===== src/hw/rtl/smm_ram.sv =====
module smm_ram #(
   parameter int WIDTH = 16,
   parameter int DEPTH = 256
) (
   input  logic                     clock,
   input  logic                     wr_en,
   input  logic [$clog2(DEPTH)-1:0] wr_addr,
   input  logic [WIDTH-1:0]         wr_data,
   input  logic                     rd_en,
   input  logic [$clog2(DEPTH)-1:0] rd_addr,
   output logic [WIDTH-1:0]         rd_data
);

   logic [WIDTH-1:0] mem_ff [DEPTH];

   always_ff @(posedge clock) begin
      if (wr_en) begin
         mem_ff[wr_addr] <= wr_data;
      end
      if (rd_en) begin
         rd_data <= mem_ff[rd_addr];
      end
   end

endmodule


===== config.mk =====
export PLATFORM = sky130hd
export DESIGN_NAME = smm_ram
export DESIGN_NICKNAME = d
export VERILOG_FILES = /design/src/hw/rtl/smm_ram.sv
export SDC_FILE = /design/constraint.sdc
export NUM_CORES = 2
export LEC_CHECK = 0
export BUFFER_PORTS_ARGS = -buffer_cell sky130_fd_sc_hd__buf_4
export CAP_MARGIN = 15
export CORE_MARGIN = 4
export CORE_UTILIZATION = 50
export CTS_CLUSTER_DIAMETER = 150
export DETAILED_ROUTE_END_ITERATION = 7
export GPL_ROUTABILITY_DRIVEN = 0
export GPL_TIMING_DRIVEN = 0
export PLACE_DENSITY = 0.67
export SETUP_SLACK_MARGIN = 0.5
export SLEW_MARGIN = 10
export SYNTH_ARGS = -nofsm -noshare
export SYNTH_HDL_FRONTEND = slang
export SYNTH_SLANG_ARGS = --single-unit

===== constraint.sdc =====
create_clock -name clock -period 3.1 [get_ports clock]
set_input_delay 0.93 -clock clock [delete_from_list [all_inputs] [get_ports clock]]
set_output_delay 0.93 -clock clock [all_outputs]
set_load 0.01 [all_outputs]

==> reports/qor.yml <==
syn_area_um2: 159000
yosys-top-cells-count: "edfxtp_1 (4112), mux4_2 (797), mux2i_1 (565)"
ant_nets: 0
ctsHoldBuffers: 0
clock-sinks: 4112
pin_count: 51
fin_worst_skew_ns: 0.0269
slew_viol_final: 0
dieArea_um2: 327000
dp_hpwl_um: 325000
place_inst: 11700
n_fill_cell: 21500
timing.final.ws_setup_ns: -0.229
violations: "DRC, setup timing"
vias: 84700
die_y_um: 572
final_layout_size_suffix_gt1_share_pct: 34.3
switchingPower_w: 0.0257
max_cap_violations: 0
yosysMostFrequentCell: "edfxtp_1"
viasPerCell: 6.69
seq_area_frac_synth_pct: 77.7
rsz0062_at_grt: "true"
ys_warn_count: 0
cts_tree: "built"
synth_edf_count: 4112
grt_pass1_wl_um: 663000
htreeDepth: 5
setup-tns-final_ns: -1.33
setup_violations: 15
cts_buffers: 402
grt_usage_pct: 29.5
fin_nets: 8196
avgSynthCellArea_um2: 21.6
worst_slew_pin_slew_ns: 1.30
synth_cell_types: 51
status: "finished with violations"
wire_per_inst_um: 38.4
synth.area.top_cells: "edfxtp_1 (78%), mux4_2 (11%), mux2i_1 (3.6%)"
antenna_found_initial: 25
slew_headroom_pct: 13.0
p_per_area_nw_per_um2: 616
dr.pass1.iters: 8
async_reset_ff_share_pct: 0
syn_to_final_growth_pct: 19.1
grt_pass1_vias: 82000
yosys_register_bits: 4112
period_share_pct: 107
grt_max_degree: 149
p_int_w: 0.0907
drcViolationCount: 6
finalCoreUtilization_pct: 59.9
grt.overflow.total: 0
synthCells: 7360
cp_max_fo: 10
clk_pin_slew_worst_paths_ns: 0.06
p_comb_share_pct: 6.7
drt_wl_total_um: 486000
drtIter0Drc: 13600
cp.required_ns: 3.74
r2r_slack_ns: 0.07
startpoint_type: "primary input"
clk_latency_ns: 0.93
syn_nets: 7395
die_x_um: 572
period_minus_slack_ns: 3.33
finalHoldViolations: 0
synth-main-ff-cell: "edfxtp_1"
p_total_w: 0.116
seqPwrFrac_pct: 52.7
synth_top_area_share_pct: 77.7
yosys.area.top_type: "edfxtp_1"
place.port_buffers: 40
end_kind: "flip-flop"
arrival_ns: 3.97
sw_frac_of_total_pct: 22.1
core_um2: 316000
timing_worst_setup_path_type: "in -> reg"
start_util_pct: 50.3
whs_ns: 0.281
pwr-share-clk_pct: 40.7
irDropWorstVdd_mv: 0.545
hold_class: "in -> reg"
clock_path_buffers: 4
clock-root-buffer: "clkbuf_16"
power.static_leakage_nw: 59.8
fin_cells: 12700
row_count: 206
fmax_mhz: 300
cells in the final DEF, fill, tap and decap left out, types with 19 or more instances in the layout:
cell,instances
nand2_2,19
clkbuf_2,88
clkbuf_4,52
nor2_4,143
mux2i_1,562
buf_12,122
a22oi_1,19
o221ai_1,141
nor2_1,42
buf_16,73
clkbuf_1,126
clkbuf_16,411
o221ai_2,96
nand4_1,26
nand2_1,19
buf_2,21
o22ai_1,105
nor3_2,37
nor2_2,119
buf_4,184
clkbuf_8,31
o21ai_0,24
buf_8,144
a21oi_2,22
edfxtp_1,4112
a22oi_2,24
diode_2,19
buf_6,82
nor3_4,24
clkinv_1,94
a21oi_1,137
nor3_1,31
mux4_2,797
clkinv_2,66
mux2_2,84
o22ai_2,31
clkinvlp_4,19
bufinv_16,33
what timing repair did:
item,in CTS,in global routing
pin swaps,117,155
cloned,1,4
buffers inserted,61,110
setup endpoints to repair,2475,2605
gates resized for setup,1000,253
registers in the layout, summed over array words and instances (netlist names):
register and count:
mem_ff 4096, rd_data 16
power groups by stage:
stage	registers (W)	logic (W)	clock network [W]
after floorplan	0.0625	0.00310	0
after global placement	0.0627	0.00623	0
after detailed placement	0.0625	0.00656	0
after CTS	0.0614	0.00731	0.0476
after global routing	0.0613	0.00787	0.0500
final	0.0614	0.00775	0.0473
cells by family after synthesis:
| group | count (synthesis) | synth area share (%) |
|---|---|---|
| simple gates | 556 | 1.57 |
| mux | 1450 | 15.5 |
| buf+inv | 456 | 1.69 |
| flops | 4112 | 77.7 |
| compound gates | 786 | 3.53 |
metal layers:
layer / track usage [%] / wire length (um) / up-vias
met5: 0.0588 / 27 / -
met4: 17.1 / 34900 / 4
met3: 8.32 / 62200 / 1278
met2: 43.9 / 219000 / 6161
met1: 39.2 / 170000 / 44300
li1: - / - / 33000
through the flow:
stage	area [um2]	setup slack, ns
final	189000	-0.229
after global routing	189000	-0.0692
after CTS	187000	0.0874
after floorplan	160000	0.0604
after global placement	165000	-3.98
after detailed placement	169000	-3.37
final timing paths:
check	start	end	cells after the start
max	rd_addr[4]	rd_data[13]	9
min	wr_data[15]	mem_ff[186][15]	1
max reg2reg	mem_ff[8][6]	rd_data[6]	7
min reg2reg	mem_ff[126][4]	rd_data[4]	5
critical path: stages:
cell	delay, ns
clkbuf_4	0.25
inv_1	0.16
buf_4	0.33
clkbuf_4	0.36
clkbuf_2	0.45
a2111oi_0	0.13
nor2_1	0.45
nand3_2	0.32
nor4_4	0.58
final cells by class:
| type | count | area (um2) | area share [%] |
|---|---|---|---|
| Antenna cell | 19 | 47.5 | 0.0251 |
| Buffer | 452 | 4830 | 2.55 |
| Clock buffer | 490 | 10500 | 5.53 |
| Clock inverter | 232 | 2090 | 1.10 |
| Inverter | 4 | 26.3 | 0.0139 |
| Multi-Input combinational cell | 2792 | 37200 | 19.7 |
| Sequential cell | 4112 | 123000 | 65.3 |
| Tap cell | 4160 | 5200 | 2.75 |
| Timing Repair Buffer | 397 | 5820 | 3.08 |
No activity file was read; power rests on OpenSTA's default activity.
