`src/hw/rtl/smm_pkg.sv`:
```
package smm_pkg;

   // Defaults for the top-level parameters
   localparam int DEF_MAX_INPUTS   = 16;
   localparam int DEF_MAX_OUTPUTS  = 16;
   localparam int DEF_SAMPLE_WIDTH = 16;
   localparam int DEF_COEF_WIDTH   = 16;

   // Fixed field and datapath widths
   localparam int ACTION_WIDTH = 2;
   localparam int STORE_DEPTH  = 256;
   localparam int STORE_AW     = 8;
   localparam int ROW_SHIFT    = 4;    // address = row * 16 + column
   localparam int CFG_WIDTH    = 5;
   localparam int POS_WIDTH    = 5;
   localparam int ACC_WIDTH    = 40;
   localparam int FRAC_BITS    = 14;
   localparam int OUT_WIDTH    = 24;
   localparam int CHAN_WIDTH   = 4;

   // Item actions
   localparam logic [ACTION_WIDTH-1:0] ACT_LOAD    = 2'd0;
   localparam logic [ACTION_WIDTH-1:0] ACT_SAMPLE  = 2'd1;
   localparam logic [ACTION_WIDTH-1:0] ACT_RESTART = 2'd2;

   // Register indexes of the configuration port
   typedef enum logic [0:0] {
      CSR_INPUT_COUNT  = 1'b0,
      CSR_OUTPUT_COUNT = 1'b1
   } csr_index_type;

   // Control from the sequencer to the multiply-accumulate unit
   typedef struct packed {
      logic mul_valid;   // coefficient on the bus is valid for mul_row
      logic clear;       // zero every accumulator
   } mac_ctrl_type;

endpackage

```
`src/hw/rtl/smm_mac.sv`:
```
module smm_mac import smm_pkg::*; #(
   parameter int MAX_OUTPUTS  = DEF_MAX_OUTPUTS,
   parameter int COEF_WIDTH   = DEF_COEF_WIDTH,
   parameter int SAMPLE_WIDTH = DEF_SAMPLE_WIDTH,
   localparam int ROW_W = (MAX_OUTPUTS > 1) ? $clog2(MAX_OUTPUTS) : 1
) (
   input  logic                           clock,
   input  logic                           reset,
   input  mac_ctrl_type                   ctrl,
   input  logic [ROW_W-1:0]               mul_row,
   input  logic signed [COEF_WIDTH-1:0]   coef,
   input  logic signed [SAMPLE_WIDTH-1:0] sample,
   input  logic [ROW_W-1:0]               rd_row,
   output logic signed [OUT_WIDTH-1:0]    out_value,
   output logic                           clipped,
   output logic                           busy
);

   localparam int PROD_W = COEF_WIDTH + SAMPLE_WIDTH;
   localparam int QW     = ACC_WIDTH - FRAC_BITS;

   logic signed [PROD_W-1:0]  prod_ff;
   logic [ROW_W-1:0]          prod_row_ff;
   logic                      prod_valid_ff;
   logic [ACC_WIDTH-1:0]      acc_ff [MAX_OUTPUTS];

   logic [ACC_WIDTH-1:0]      acc_sel;
   logic [QW-1:0]             quot;
   logic [QW-OUT_WIDTH:0]     quot_hi;
   logic                      over;

   // Product stage, then accumulate into the addressed row
   always_ff @(posedge clock) begin
      if (reset) begin
         prod_valid_ff <= 1'b0;
         for (int r = 0; r < MAX_OUTPUTS; r++) begin
            acc_ff[r] <= '0;
         end
      end else begin
         prod_valid_ff <= ctrl.mul_valid;
         if (ctrl.clear) begin
            for (int r = 0; r < MAX_OUTPUTS; r++) begin
               acc_ff[r] <= '0;
            end
         end else if (prod_valid_ff) begin
            acc_ff[prod_row_ff] <= acc_ff[prod_row_ff] + ACC_WIDTH'(prod_ff);
         end
      end
      prod_ff     <= coef * sample;
      prod_row_ff <= mul_row;
   end

   // Floor shift by the fraction bits, then clamp to the output range
   always_comb begin
      acc_sel = acc_ff[rd_row];
      quot    = acc_sel[ACC_WIDTH-1:FRAC_BITS];
      quot_hi = quot[QW-1:OUT_WIDTH-1];
      over    = !((&quot_hi) || !(|quot_hi));
      if (over) begin
         out_value = quot[QW-1] ? $signed({1'b1, {(OUT_WIDTH-1){1'b0}}})
                                : $signed({1'b0, {(OUT_WIDTH-1){1'b1}}});
      end else begin
         out_value = $signed(quot[OUT_WIDTH-1:0]);
      end
      clipped = over;
   end

   assign busy = prod_valid_ff;

endmodule
```
`config.mk`:
```
export PLATFORM = sky130hd
export DESIGN_NAME = smm_mac
export DESIGN_NICKNAME = d
export VERILOG_FILES = /design/src/hw/rtl/smm_pkg.sv /design/src/hw/rtl/smm_mac.sv
export SDC_FILE = /design/constraint.sdc
export NUM_CORES = 2
export LEC_CHECK = 0
export BUFFER_PORTS_ARGS = -buffer_cell sky130_fd_sc_hd__clkbuf_2
export CAP_MARGIN = 20
export CORE_MARGIN = 1
export CORE_UTILIZATION = 50
export DETAILED_ROUTE_END_ITERATION = 8
export HOLD_SLACK_MARGIN = 0.06
export PLACE_DENSITY = 0.76
export SLEW_MARGIN = 0
export SYNTH_ARGS = -nofsm -noshare
export SYNTH_HDL_FRONTEND = slang
export SYNTH_SLANG_ARGS = --single-unit
```
`constraint.sdc`:
```
create_clock -name clock -period 6.4 [get_ports clock]
set_input_delay 0.64 -clock clock [delete_from_list [all_inputs] [get_ports clock]]
set_output_delay 0.64 -clock clock [all_outputs]
set_load 0.02 [all_outputs]
```
==> out/qor.txt <==
CP Cell Sequence - clkbuf_2 -> nand2_1 -> inv_1 -> fa_1 -> inv_1 -> fa_1 -> fa_1 -> inv_1 -> fa_1 -> fa_1 -> inv_1 -> fa_1 -> inv_1 -> ha_1 -> a2111oi_0 -> o21ai_0 -> a41oi_1 -> a211oi_1 -> nor4_1 -> nor3_1 -> a21o_1 -> a21oi_1 -> xnor2_1
predominant post-synthesis flop cell - edfxtp_1
Leak - 19.2 nW
Syn-to-layout area delta - 10.5%
CTS tree - built
Pwr Density - 474 nW/um2
n_diodes - 0
FP Rows - 107
Placed Area - 45200 um2
# Post-CTS Setup Buffers - 0
Clock Latency Late Sink - 0.63 ns
fin crit period - 5.83 ns
cts repair resizes - 0
initial cell density of the core - 0.505
Post-Layout Cell Count - 4568
CP dominant cell by count - fa_1
Hold Crit Endpoint - prod_row_ff[2]$_DFF_P_
Syn. warnings - 0
H-tree depth - 3
unrepaired setup endpoints after global routing - false
syn_nets - 3716
WHS Path Cells - 1
CP Data Required Time - 6.94 ns
global placer's final weighted congestion - 0.901
Die Wd - 295 um
HPWL Detailed - 72.1 mm
Vert. Die Dim - 295 um
total CTS buffers - 70
Avg Inst Size Synth - 13.1 um2
gr ovfl total - 0
1st-iter DRT viols - 3501
max cap viols - 0
CP Capture Type - register
relative slew slack - 0.190
dpl cells - 4438
first-pass GRT wire length - 180 mm
min-delay src - mul_row[2]
most frequent cells in the layout - 682 x nor2_1, 640 x edfxtp_1, 330 x mux4_2
FFs w/ async S/R, synth - 0
commonest non-fill, non-tap cell in the layout - nor2_1
CTS root buf - clkbuf_16
Reg clk slew, reported paths - 0.06 ns
fin area - 47500 um2
WP buf/inv - 6
number of synthesized flops with an enable pin - 640
Remaining DRCs - 0
DRT antenna net count - 0
Hold Crit Class - in -> reg
Global Route Usage Sum - 0.280
num ports - 70
vias in the first global route - 29997
Synth Instances - 3288
mapped cell area - 43000 um2
# fillers - 6668
clk buf depth - 3
largest net degree at the start of global routing - 59
Synth cell types - 76
Tightest Pin Transition - 1.21 ns
Worst setup SP type - input pin
layout cells sized above 1 - 0.216
Detailed Route WL - 119 mm
crit path max fanout - 9
CP top delay family - adder cells
RR Endpoint - acc_ff[13][34]$_SDFFCE_PN0P_
Slowest cell on crit path - fa_1
Final Max Tran Viols - 0
post-synthesis register bit count - 677
total number of vias - 28528
FF+latch area - 20000 um2
r2r worst-path depth - 12
worst reg2reg startpoint - prod_row_ff[1]$_DFF_P_
r2r setup slk - 0.76 ns
Via density - 6.25
Worst Path Arrival - 6.37 ns
Die ar. - 87200 um2
final core occ - 0.558
Final period util - 0.911
DR pass1 iterations - 6
WL/cell - 26.0 um
Setup crit start - sample[1]
sequential-to-total area share from yosys stat - 0.464
Max stage delay on crit path - 0.55 ns
antenna violations before repair - 3
Final Setup Violations - 0
clock sinks - 677
setup ws final - 0.571 ns
peak supply drop - 0.000568 V
core area - 85100 um2
Place WS - -0.0993 ns
final number of hold-violating endpoints - 0
hold-fix buffers at CTS - 0
status - completed
area of the multi-input gates - 21000 um2
port bufs - 69
Achievable Freq - 0.172 GHz
Setup Skew - 0.0274 ns
Crit Path Class - in -> reg
Final nets - 3797
worst max-delay path by stage:
stage	to	slack (ns)	cells past startpoint
after global placement	prod_ff[30]$_DFF_P_	0.02	23
after CTS	prod_ff[30]$_DFF_P_	0.55	23
after global routing	prod_ff[30]$_DFF_P_	0.17	23
after detailed placement	prod_ff[30]$_DFF_P_	-0.1	23
final	prod_ff[30]$_DFF_P_	0.57	23
after floorplan	prod_ff[31]$_DFF_P_	0.13	24
kinds of logic after synthesis:
family | after synthesis | synth area share
flip-flops | 677 | 0.464
AND/OR/NAND/NOR | 1067 | 0.105
buffers and inverters | 546 | 0.0506
XOR/XNOR | 73 | 0.0166
adder cells (fa/ha/maj) | 384 | 0.158
AO/OA/AOI/OAI | 211 | 0.0336
multiplexers | 330 | 0.173
cells in the mapped netlist, types with 11 or more instances:
cell	count	area [um2]
a21o_1	17	128
a21oi_1	51	255
and2_1	128	801
buf_1	24	90.1
buf_2	26	130
buf_4	13	97.6
clkbuf_1	154	578
dfxtp_1	37	741
edfxtp_1	640	19200
fa_1	263	5270
ha_1	121	1510
inv_1	323	1210
mux4_2	330	7430
nand2_1	183	687
nand2b_1	11	68.8
nand3_1	19	95.1
nor2_1	683	2560
o21ai_0	57	285
o21bai_1	11	82.6
xnor2_1	44	385
xor2_1	19	166
stage by stage:
| stage | hold slack (ns) | setup TNS [ns] | power [mW] |
|---|---|---|---|
| floorplan | 0.668 | 0 | 14.7 |
| global placement | 0.742 | 0 | 18.2 |
| detailed placement | 0.743 | -0.115 | 18.3 |
| CTS | 0.106 | 0 | 22.5 |
| global route | 0.120 | 0 | 24.2 |
| finish | 0.121 | 0 | 22.5 |
layer usage:
metal	track usage	share of wire
met1	0.359	0.34
met2	0.455	0.48
met3	0.0600	0.13
met4	0.136	0.048
met5	0	0.00026
sequential cells by signal (all words and copies together), names as in the netlist:
signal       cells
acc_ff         640
prod_ff         32
prod_row_ff      4
busy             1
area by class of cell:
cell class                 instances  share of cell area
clock inverter                    42             0.00669
inverter                         323              0.0255
tap                             1144              0.0301
sequential                       677               0.420
multi-input combinational       2065               0.442
timing repair buffer             232              0.0362
clock buffer                      85              0.0396
power by group:
| group | internal, mW | leakage [nW] | switching, mW |
|---|---|---|---|
| Sequential | 5.30 | 7.45 | 0.219 |
| Combinational | 5.70 | 10.7 | 7.33 |
| Clock | 2.26 | 1.08 | 1.73 |
(Power assumes the default switching activity.)
